`src/reader_percentile_rank_unit_macros.svh`:
```
// Assertion macros used by the reader percentile rank controller.
`ifndef READER_PERCENTILE_RANK_UNIT_MACROS_SVH
`define READER_PERCENTILE_RANK_UNIT_MACROS_SVH

// Check that a condition in one cycle leads to a consequence in the next.
`define RPR_ASSERT_NEXT(name, cond, rhs) \
    name: assert property (@(posedge clk) disable iff (!rst_n) (cond) |=> (rhs)) \
        else $error("rpr: sequence check failed");

// Check that a condition implies a consequence in the same cycle.
`define RPR_ASSERT_NOW(name, cond, rhs) \
    name: assert property (@(posedge clk) disable iff (!rst_n) (cond) |-> (rhs)) \
        else $error("rpr: same-cycle check failed");

`endif

```
`src/rpr_pkg.sv`:
```
// Package: widths, constants and controller/datapath command and status types.
`timescale 1ns / 1ps
package rpr_pkg;

    localparam int USER_AW    = 12;
    localparam int USERS      = 4096;
    localparam int PAGE_W     = 10;
    localparam int HIST_DEPTH = 1024;
    localparam int CNT_W      = 13;
    localparam int FRAC_W     = 16;
    localparam int SHARE_W    = FRAC_W + 1;
    localparam int DIV_CW     = 5;

    localparam logic [DIV_CW-1:0]  DIV_FIRST = DIV_CW'(FRAC_W);
    localparam logic [SHARE_W-1:0] SHARE_ONE = SHARE_W'(1) << FRAC_W;

    typedef struct packed {
        logic ready;
        logic clr_wr;
        logic user_rd;
        logic old_cap;
        logic rec_upd;
        logic new_rd;
        logic new_inc;
        logic q_init;
        logic q_zero;
        logic q_one;
        logic sum_step;
        logic div_step;
        logic out_load;
    } rpr_cmd_t;

    typedef struct packed {
        logic in_fire;
        logic in_query;
        logic in_page_zero;
        logic act_query;
        logic old_zero;
        logic known_le1;
        logic idx_done;
        logic div_last;
        logic clr_last;
        logic out_free;
    } rpr_sts_t;

endpackage

```
`src/rpr_ctrl.sv`:
```
// Controller: state machine sequencing clear, record, prefix sum and division.
`timescale 1ns / 1ps
`include "reader_percentile_rank_unit_macros.svh"
module rpr_ctrl
(
    input  logic              clk,
    input  logic              rst_n,
    input  rpr_pkg::rpr_sts_t sts,
    output rpr_pkg::rpr_cmd_t cmd
);

    typedef enum logic [10:0] {
        S_CLEAR = 11'b00000000001,
        S_IDLE  = 11'b00000000010,
        S_UREAD = 11'b00000000100,
        S_UDATA = 11'b00000001000,
        S_ODEC  = 11'b00000010000,
        S_NREAD = 11'b00000100000,
        S_NINC  = 11'b00001000000,
        S_QCHK  = 11'b00010000000,
        S_SUM   = 11'b00100000000,
        S_DIV   = 11'b01000000000,
        S_FIN   = 11'b10000000000
    } rpr_state_t;

    rpr_state_t state_reg;
    rpr_state_t state_next;

    always_comb
    begin
        cmd        = '0;
        state_next = state_reg;
        case (state_reg)
            S_CLEAR:
            begin
                cmd.clr_wr = 1'b1;
                if (sts.clr_last)
                begin
                    state_next = S_IDLE;
                end
            end
            S_IDLE:
            begin
                cmd.ready = 1'b1;
                if (sts.in_fire && (sts.in_query || !sts.in_page_zero))
                begin
                    state_next = S_UREAD;
                end
            end
            S_UREAD:
            begin
                cmd.user_rd = 1'b1;
                state_next  = S_UDATA;
            end
            S_UDATA:
            begin
                cmd.old_cap = 1'b1;
                state_next  = sts.act_query ? S_QCHK : S_ODEC;
            end
            S_ODEC:
            begin
                cmd.rec_upd = 1'b1;
                state_next  = S_NREAD;
            end
            S_NREAD:
            begin
                cmd.new_rd = 1'b1;
                state_next = S_NINC;
            end
            S_NINC:
            begin
                cmd.new_inc = 1'b1;
                state_next  = S_IDLE;
            end
            S_QCHK:
            begin
                cmd.q_init = 1'b1;
                if (sts.old_zero)
                begin
                    cmd.q_zero = 1'b1;
                    state_next = S_FIN;
                end
                else if (sts.known_le1)
                begin
                    cmd.q_one  = 1'b1;
                    state_next = S_FIN;
                end
                else
                begin
                    state_next = S_SUM;
                end
            end
            S_SUM:
            begin
                cmd.sum_step = 1'b1;
                if (sts.idx_done)
                begin
                    state_next = S_DIV;
                end
            end
            S_DIV:
            begin
                cmd.div_step = 1'b1;
                if (sts.div_last)
                begin
                    state_next = S_FIN;
                end
            end
            S_FIN:
            begin
                if (sts.out_free)
                begin
                    cmd.out_load = 1'b1;
                    state_next   = S_IDLE;
                end
            end
            default:
            begin
                state_next = S_IDLE;
            end
        endcase
    end

    always_ff @(posedge clk or negedge rst_n)
    begin
        if (!rst_n)
        begin
            state_reg <= S_CLEAR;
        end
        else
        begin
            state_reg <= state_next;
        end
    end

    `RPR_ASSERT_NEXT(a_accept_starts, sts.in_fire && (sts.in_query || !sts.in_page_zero), state_reg == S_UREAD)
    `RPR_ASSERT_NEXT(a_clear_ends, (state_reg == S_CLEAR) && sts.clr_last, state_reg == S_IDLE)
    `RPR_ASSERT_NEXT(a_div_ends, (state_reg == S_DIV) && sts.div_last, state_reg == S_FIN)
    `RPR_ASSERT_NOW(a_load_free, cmd.out_load, sts.out_free)

endmodule

```
`config.mk`:
```
export PLATFORM = sky130hd
export DESIGN_NAME = rpr_ctrl
export DESIGN_NICKNAME = d
export VERILOG_FILES = /design/src/rpr_pkg.sv /design/src/rpr_ctrl.sv
export VERILOG_INCLUDE_DIRS = /design/src /design/src/src
export SDC_FILE = /design/constraint.sdc
export NUM_CORES = 1
export LEC_CHECK = 0
export ABC_AREA = 0
export BUFFER_PORTS_ARGS = -buffer_cell sky130_fd_sc_hd__buf_2
export CAP_MARGIN = 25
export CORE_MARGIN = 4
export CORE_UTILIZATION = 45
export CTS_CLUSTER_DIAMETER = 150
export CTS_CLUSTER_SIZE = 14
export DETAILED_ROUTE_END_ITERATION = 8
export GPL_TIMING_DRIVEN = 0
export PLACE_DENSITY_LB_ADDON = 0.08
export SYNTH_ARGS = -nofsm -noshare
export SYNTH_HDL_FRONTEND = slang
export SYNTH_SLANG_ARGS = --single-unit
```
`constraint.sdc`:
```
create_clock -name clk -period 5.6 [get_ports clk]
set_input_delay 0.56 -clock clk [delete_from_list [all_inputs] [get_ports clk]]
set_output_delay 0.56 -clock clk [all_outputs]
set_load 0.05 [all_outputs]
```
==> results of run 1 <==
==> cells in the mapped netlist <==
cell | count | area [µm²]
dfrtp_1 | 10 | 250.2
nor3b_1 | 7 | 52.55
nor2_1 | 6 | 22.52
nor3_1 | 5 | 25.02
nand2_1 | 4 | 15.01
nand3_1 | 4 | 20.02
nand2b_1 | 3 | 18.77
a211o_1 | 2 | 17.52
and2_1 | 2 | 12.51
nor4_4 | 2 | 42.54
nor4b_1 | 2 | 17.52
o21ai_0 | 2 | 10.01
o21ai_1 | 2 | 10.01
a21oi_1 | 1 | 5.000
and2b_1 | 1 | 7.510
and3b_1 | 1 | 8.760
buf_4 | 1 | 7.510
dfstp_2 | 1 | 26.28
nand2_2 | 1 | 6.260
nand2_4 | 1 | 11.26
nand4_2 | 1 | 12.51
nor3b_2 | 1 | 12.51
nor3b_4 | 1 | 18.77
nor4_1 | 1 | 6.260
o31a_1 | 1 | 8.760
o32ai_1 | 1 | 8.760
o41ai_1 | 1 | 8.760
or2_2 | 1 | 6.260
or3_4 | 1 | 11.26
or4_4 | 1 | 11.26
or4b_1 | 1 | 10.01
or4b_2 | 1 | 10.01
xnor2_1 | 1 | 8.760
xor2_1 | 1 | 8.760
==> routing by layer <==
layer | up-vias | part of all wire, % | GRT usage [%]
li1 | 332 | - | -
met1 | 312 | 45 | 17.65
met2 | 16 | 48 | 24.74
met3 | 2 | 5.6 | 5.535
met4 | 0 | 0.58 | 3.226
met5 | - | 0 | 0
==> kinds of logic after synthesis <==
kind of cell,count (synthesis),synth area share (%)
AO/OA/AOI/OAI,10,9.435
flip-flops,11,37.91
AND/OR/NAND/NOR,48,49.23
XOR/XNOR,2,2.402
buffers and inverters,1,1.030
==> power by group through the flow <==
stage                     clock, µW  sequential [µW]  combinational (µW)
after detailed placement          0              118                 179
after global placement            0              117                 177
final                          54.9              118                 179
after CTS                      56.4              118                 180
after floorplan                   0              114                 146
after global routing           61.4              120                 193
==> stage by stage <==
| step | power [µW] | cells | hold WS, ns |
|---|---|---|---|
| floorplan | 259.4 | 72 | 0.2644 |
| global placement | 294.6 | 112 | 0.4453 |
| detailed placement | 297.3 | 112 | 0.4478 |
| CTS | 354.3 | 116 | 0.1526 |
| global route | 374.4 | 116 | 0.1476 |
| finish | 351.8 | 116 | 0.1450 |
==> final cells by class <==
cell class,instances,area share [%]
multi-input combinational,60,49.72
sequential,11,30.87
timing repair buffer,24,13.41
clock buffer,4,2.933
tap,16,2.235
buffer,1,0.8380
==> path summary, 6_finish.rpt <==
check                                   start       endpoint  slack (ns)  cells past startpoint
worst min-delay path                    rst_n   state_reg[8]        0.15                      1
max in group asynchronous               rst_n   state_reg[0]        5.19                      1
min in group clk                       sts[1]   state_reg[0]        0.42                      2
worst min register to register  state_reg[10]   state_reg[9]        0.59                      2
worst max register to register   state_reg[2]  state_reg[10]        3.67                      5
worst max-delay path            state_reg[10]         cmd[9]        2.80                      6
==> results.md, run 1 <==
* Most common library cell in the layout ignoring fill and taps: buf_2
* NumNets Final at around 110
* Number of antenna violations at the first check in global routing at 0
* Register area at around 280 µm²
* Netlist Area Pre-Place at 729.5 µm²
* Starting utilization of the core area at 47.87%
* Cell chosen for the clock root: clkbuf_4
* Antenna diode count at 0
* Maximum VDD drop at between 0.2 and 0.3 mV
* Number of H-tree branching levels at 1
* # resized after CTS at 0
* DR vias at 662
* Last weighted congestion value of the routability-driven placer at between 0.7 and 0.8
* Leakage power total at about 0.00043 µW
* Number of remaining DRC errors at 0
* Final standard cell utilization of the core at around three fifths
* Post-route clock period utilization at 49.94%
* Internal cell power at ~190 µW
* Chip Width at between 40 and 50 µm
* Count of clock tree sinks at 11
* Multi-input gate area in the final layout at between 400 and 500 µm²
* Cell area power density at just under 400 nW/µm²
* Area Growth Syn to Fin at 22.81%
* Largest net degree at the start of global routing at 12
* Sequential power share at 33.5%
* Min setup slack post-route at around 2.8 ns
* TritonCTS clock tree: done
* Count of filler cells inserted in the layout at 154
* Part of the total power dissipated in the clock network at 15.6%
* Later-pin clock latency in the skew report at 0.27 ns
* Power spent charging and discharging nets at around 170 µW
* Total of max-cap violations at 0
* Post-detailed-route via-to-cell ratio at 5.707
* First-pass GRT wire length at around 2.4 mm
* Detailed placement HPWL at between 1 and 1.5 mm
* Critical Setup Path Class: register to output pin
* Hold Violations, Final at 0
* Critical path buffer and inverter count at 2
* Syn_nets at 84
* Min-Delay Path Class: primary input to asynchronous set/reset pin
* Final setup violation count at 0
* Cell-by-cell listing of the critical path: buf_4, nor3_1, nand2_4, or3_4, nor3b_4, buf_2
* Setup Total Neg Slack at 0 ns
* Max-slew headroom at the worst pin at 63.66%
* Number of buffers on the longest clock path at 2
* Fraction of the yosys area taken by sequential cells at a little under two fifths
* Logic gate share of total power at around half
* Area of all placed cells without fillers at between 800 and 900 µm²
* Commonest cells after routing, fill and taps aside: 24 x buf_2, 10 x dfrtp_1, 7 x nor3b_1
* Mean cell area of the mapped netlist at ~10 µm²
* Synthesis warning total at 0
* Slowest stage cell on the critical path: nor3_1
* Row count at 14
* Total iterations of the first detailed-routing run at 4
* Routed wire length at 1.544 mm
* Buffers inserted by post-CTS timing repair at 0
* Number of buffers inserted during clock tree synthesis at 3
* Unique masters post-synth at 34
* CTS clock-pin slew for the worst setup and hold paths at 0.08 ns
* Via count of the first global-routing pass at between 500 and 600
* Setup Slack @ Placement at 3.098 ns
* Number of DRC markers in iteration 0 at 15
* #FFs+latches synth at 11
* Clock skew after layout at around 0.012 ns
* DRT antenna net count at 0
* Crit Path Max Fanout at 9
* Die outline height at between 40 and 50 µm
* Total Routing Usage GR at about 15%
* Status: complete, no violations
* Share of total power consumed by net switching at roughly 47%
* Post-synthesis instance total at approximately 70
* Overall die area at between 2000 and 2500 µm²
* Crit path required time at approximately 5.0 ns
* Crit-path leading delay family: simple AND/OR/NAND/NOR gates
* Final Max Slew Viols at 0
* Area of placed instances at approximately 870 µm²
* Total congestion overflow at 0
* Unrepaired setup endpoints after global routing: false
* Fraction of layout cells with a size suffix above 1 at approximately 40%
* Delay contributed by the slowest stage of the critical path at roughly 0.43 ns
* Startpoint Class: register
* Cts hold-fix bufs at 0
* Number of flip-flops in the largest register at 11
* Arrival @ worst endpoint at approximately 2.2 ns
* Final critical delay including setup and external delays at about 2.8 ns
* IO Count at 25
* Standard cell core area at around 1500 µm²
* Count of input and output buffers at 24
* Maximum clock rate at 357.6 MHz
* Transition time at the pin with the least slew margin at ~0.54 ns
* Wirelength per Cell at about 13 µm
* Critical path capture point type: output pin
Note: power is estimated with default switching activity, not from simulation.
==> run 2: changes to the inputs <==
--- a/config.mk
+++ b/config.mk
@@ -6,11 +6,11 @@
 export SDC_FILE = /design/constraint.sdc
 export NUM_CORES = 1
 export LEC_CHECK = 0
-export ABC_AREA = 0
+export ABC_AREA = 1
 export BUFFER_PORTS_ARGS = -buffer_cell sky130_fd_sc_hd__buf_2
 export CAP_MARGIN = 25
 export CORE_MARGIN = 4
-export CORE_UTILIZATION = 45
+export CORE_UTILIZATION = 44
 export CTS_CLUSTER_DIAMETER = 150
 export CTS_CLUSTER_SIZE = 14
 export DETAILED_ROUTE_END_ITERATION = 8
==> constraint.sdc (replaced) <==
create_clock -name clk -period 2.46 [get_ports clk]
set_input_delay 0.246 -clock clk [delete_from_list [all_inputs] [get_ports clk]]
set_output_delay 0.246 -clock clk [all_outputs]
set_load 0.05 [all_outputs]
==> run 2 against run 1 <==
Effect of this change:
- sequential share of layout area decreased by 2.6 points
- routed wire length up 10%
- flip-flop and latch count is the same
- global-route usage up 1.6 points
- cell count up 42%
- non-clock buffer count is the same
- critical endpoint is now cmd[10]
==> results.md, run 2 <==
* Maximum clock rate at ~540 MHz
* Fraction of the yosys area taken by sequential cells at 34.91% (-3.0 points)
* Finished Layout Cells at 165 (+42%)
* Most instantiated cells after synthesis: 23 x nand2_1, 19 x inv_1, 16 x nor2_1
* Worst Hold Margin at 0.1243 ns (-0.02078 ns)
* Routed wire length at 1.704 mm (+10%)
* Chip Width at 50.43 µm (+4.5%)
* Number of remaining DRC errors at 0 (unchanged)
* Cell chosen for the clock root: clkbuf_4
* Hold Violations, Final at 0 (unchanged)
* Later-pin clock latency in the skew report at 0.28 ns (about the same)
* Last weighted congestion value of the routability-driven placer at 0.8136 (+5.7%)
* Largest net degree at the start of global routing at 12 (unchanged)
* Standard cell core area at 1708 µm² (+12%)
* Transition time at the pin with the least slew margin at 0.3490 ns (-0.1918 ns)
* Area Growth Syn to Fin at 23.70%
* DR vias at 766 (+16%)
* Count of flip-flops with a built-in enable after synthesis at 0 (unchanged)
* Total iterations of the first detailed-routing run at 4 (unchanged)
* Maximum VDD drop at 0.7357 mV (+170%)
* Final setup violation count at 0 (unchanged)
* Setup Total Neg Slack at 0 ns (unchanged)
* Hold Path Cell Cnt at 2
* Row count at 15 (+1)
* Syn_nets at 123 (+46%)
* Post-synthesis instance total at 111 (+54%)
* Crit path required time at 2.21 ns (-2.83 ns)
* Count of input and output buffers at 24 (unchanged)
* Synthesis warning total at 0 (unchanged)
* Area of placed instances at 943.4 µm² (+8.5%)
* Commonest cells after routing, fill and taps aside: 24 x buf_2, 23 x nand2_1, 19 x inv_1
* Cell area power density at 800.7 nW/µm² (+100%)
* # resized after CTS at 0 (unchanged)
* Number of flip-flops in the largest register at 11 (unchanged)
* Max-slew headroom at the worst pin at 76.55% (+13 points)
* Count of filler cells inserted in the layout at 169 (+9.7%)
* Unrepaired setup endpoints after global routing: false
* Post-route clock period utilization at about 76%
* First-pass GRT wire length at 3.125 mm (+32%)
* Starting utilization of the core area at 46.37% (-1.5 points)
* Mean cell area of the mapped netlist at 7.135 µm² (-30%)
* Arrival @ worst endpoint at 1.62 ns (-0.62 ns)
* Most common library cell in the layout ignoring fill and taps: buf_2
* #FFs+latches synth at 11 (unchanged)
* Top cells by area in the synthesized netlist: dfrtp_1 32%, nand2_1 11%, inv_1 9.0%
* TritonCTS clock tree: done
* Antenna diode count at 0 (unchanged)
* Status: complete, no violations
* Top-area cell type share of the netlist area at 31.60% (-2.7 points)
* Critical path capture point type: output pin
* Detailed placement HPWL at 1.405 mm (+17%)
* FFs w/ async S/R, synth at 100.0% (unchanged)
* NumNets Final at 153 (+35%)
* Wirelength per Cell at 10.33 µm (-22%)
* Synth area leader: dfrtp_1
* Number of DRC markers in iteration 0 at 16 (+1)
* Netlist Area Pre-Place at 792.0 µm² (+8.6%)
* DRT antenna net count at 0 (unchanged)
* Via count of the first global-routing pass at 755 (+33%)
* Startpoint Class: register
* Die outline height at 50.43 µm (+4.5%)
* Min-Delay Path Class: primary input to register
* Overall die area at 2543 µm² (+9.2%)
* Count of clock tree sinks at 11 (unchanged)
* Number of buffers on the longest clock path at 2 (unchanged)
* Unique masters post-synth at 21 (-38%)
* Flip-flop cell with the highest count after synthesis: dfrtp_1
* Total of max-cap violations at 0 (unchanged)
* Final Max Slew Viols at 0 (unchanged)
* Fraction of layout cells with a size suffix above 1 at 33.57% (-6.4 points)
* Number of H-tree branching levels at 1 (unchanged)
* Final critical delay including setup and external delays at about 1.9 ns
* Total Routing Usage GR at 16.29% (+1.6 points)
* Total congestion overflow at 0 (unchanged)
* Number of antenna violations at the first check in global routing at 0 (unchanged)
* Leakage power total at 0.0005873 µW (+35%)
* CTS clock-pin slew for the worst setup and hold paths at 0.07 ns (about the same)
* Number of cells after detailed placement at 160 (+43%)
* Area of all placed cells without fillers at 979.7 µm² (+9.4%)
* Post-detailed-route via-to-cell ratio at 4.642 (-19%)
* Critical Setup Path Class: register to output pin
* IO Count at 25 (unchanged)
* Crit Path Max Fanout at 6 (-3)
* Clock skew after layout at 0.003430 ns (-0.008648 ns)
* Count of cells along the worst register-to-register path at 8 (+3)
* Number of buffers inserted during clock tree synthesis at 3 (unchanged)
* Top-count cell post-synth: nand2_1
-- run 2: cell count changes in the layout (fill, tap and decap cells not counted), sizes merged, moves of 2 or more --
| cell | delta |
|---|---|
| a211o | -2 |
| and2 | -2 |
| inv | +22 |
| nand2 | +21 |
| nand2b | -3 |
| nand3 | +2 |
| nand3b | +2 |
| nor2 | +18 |
| nor3 | +5 |
| nor3b | -8 |
| nor4b | -2 |
| or4b | -2 |
-- run 2: layout make-up --
class | instances | area (µm²) | area share (%)
sequential | 11 | 276.5 | 28.22
tap | 25 | 31.28 | 3.193
multi-input combinational | 78 | 432.9 | 44.19
timing repair buffer | 25 | 130.1 | 13.28
inverter | 22 | 82.58 | 8.429
clock buffer | 4 | 26.28 | 2.682
-- run 2: where the power goes --
part	internal [µW]	switching, µW
combinational	124	302
clock	62.9	66.2
sequential	207	22.1
-- run 2: path summary, 6_finish.rpt --
check	from	to	slack (ns)
worst max register to register	state_reg[6]	state_reg[9]	1.09
min in group asynchronous	rst_n	state_reg[5]	0.36
max in group asynchronous	rst_n	state_reg[0]	1.83
worst min register to register	state_reg[3]	state_reg[3]	0.60
worst max-delay path	state_reg[10]	cmd[10]	0.60
worst min-delay path	sts[6]	state_reg[4]	0.12
-- run 2: timing repair --
action	4_1_cts	5_1_grt
setup buffers	0	0
hold buffers	1	0
endpoints found under the hold margin	10	0
-- run 2: worst max-delay path, cell delays in order, from the launching register on --
cell	delay [ns]
dfrtp_1	0.44
nor2_2	0.17
nand2_4	0.10
nor2_8	0.16
inv_2	0.06
nor3_1	0.12
buf_2	0.29
-- run 2: metal layers --
layer / vias up / global-route usage (%) / part of all wire (%)
met2: 18 / 26.09 / 46
met4: 0 / 8.072 / 2.4
li1: 409 / - / -
met5: - / 0 / 0
met1: 334 / 20.37 / 46
met3: 5 / 3.858 / 5.0
-- run 2: cell families after synthesis --
group,Yosys count,share of synthesized area (%)
flip-flops,11,34.91
AND/OR/NAND/NOR,73,51.50
AO/OA/AOI/OAI,5,3.159
buffers and inverters,22,10.43
-- run 2: through the flow --
| stage | total power (µW) | worst slack, ns | util, % |
|---|---|---|---|
| detailed placement | 660.7 | 0.8976 | 55.24 |
| floorplan | 579.0 | 0.3192 | - |
| finish | 784.5 | 0.5962 | 57.36 |
| global route | 858.4 | 0.4559 | 57.36 |
| CTS | 795.9 | 0.5816 | 57.36 |
| global placement | 652.3 | 0.9317 | 55.24 |
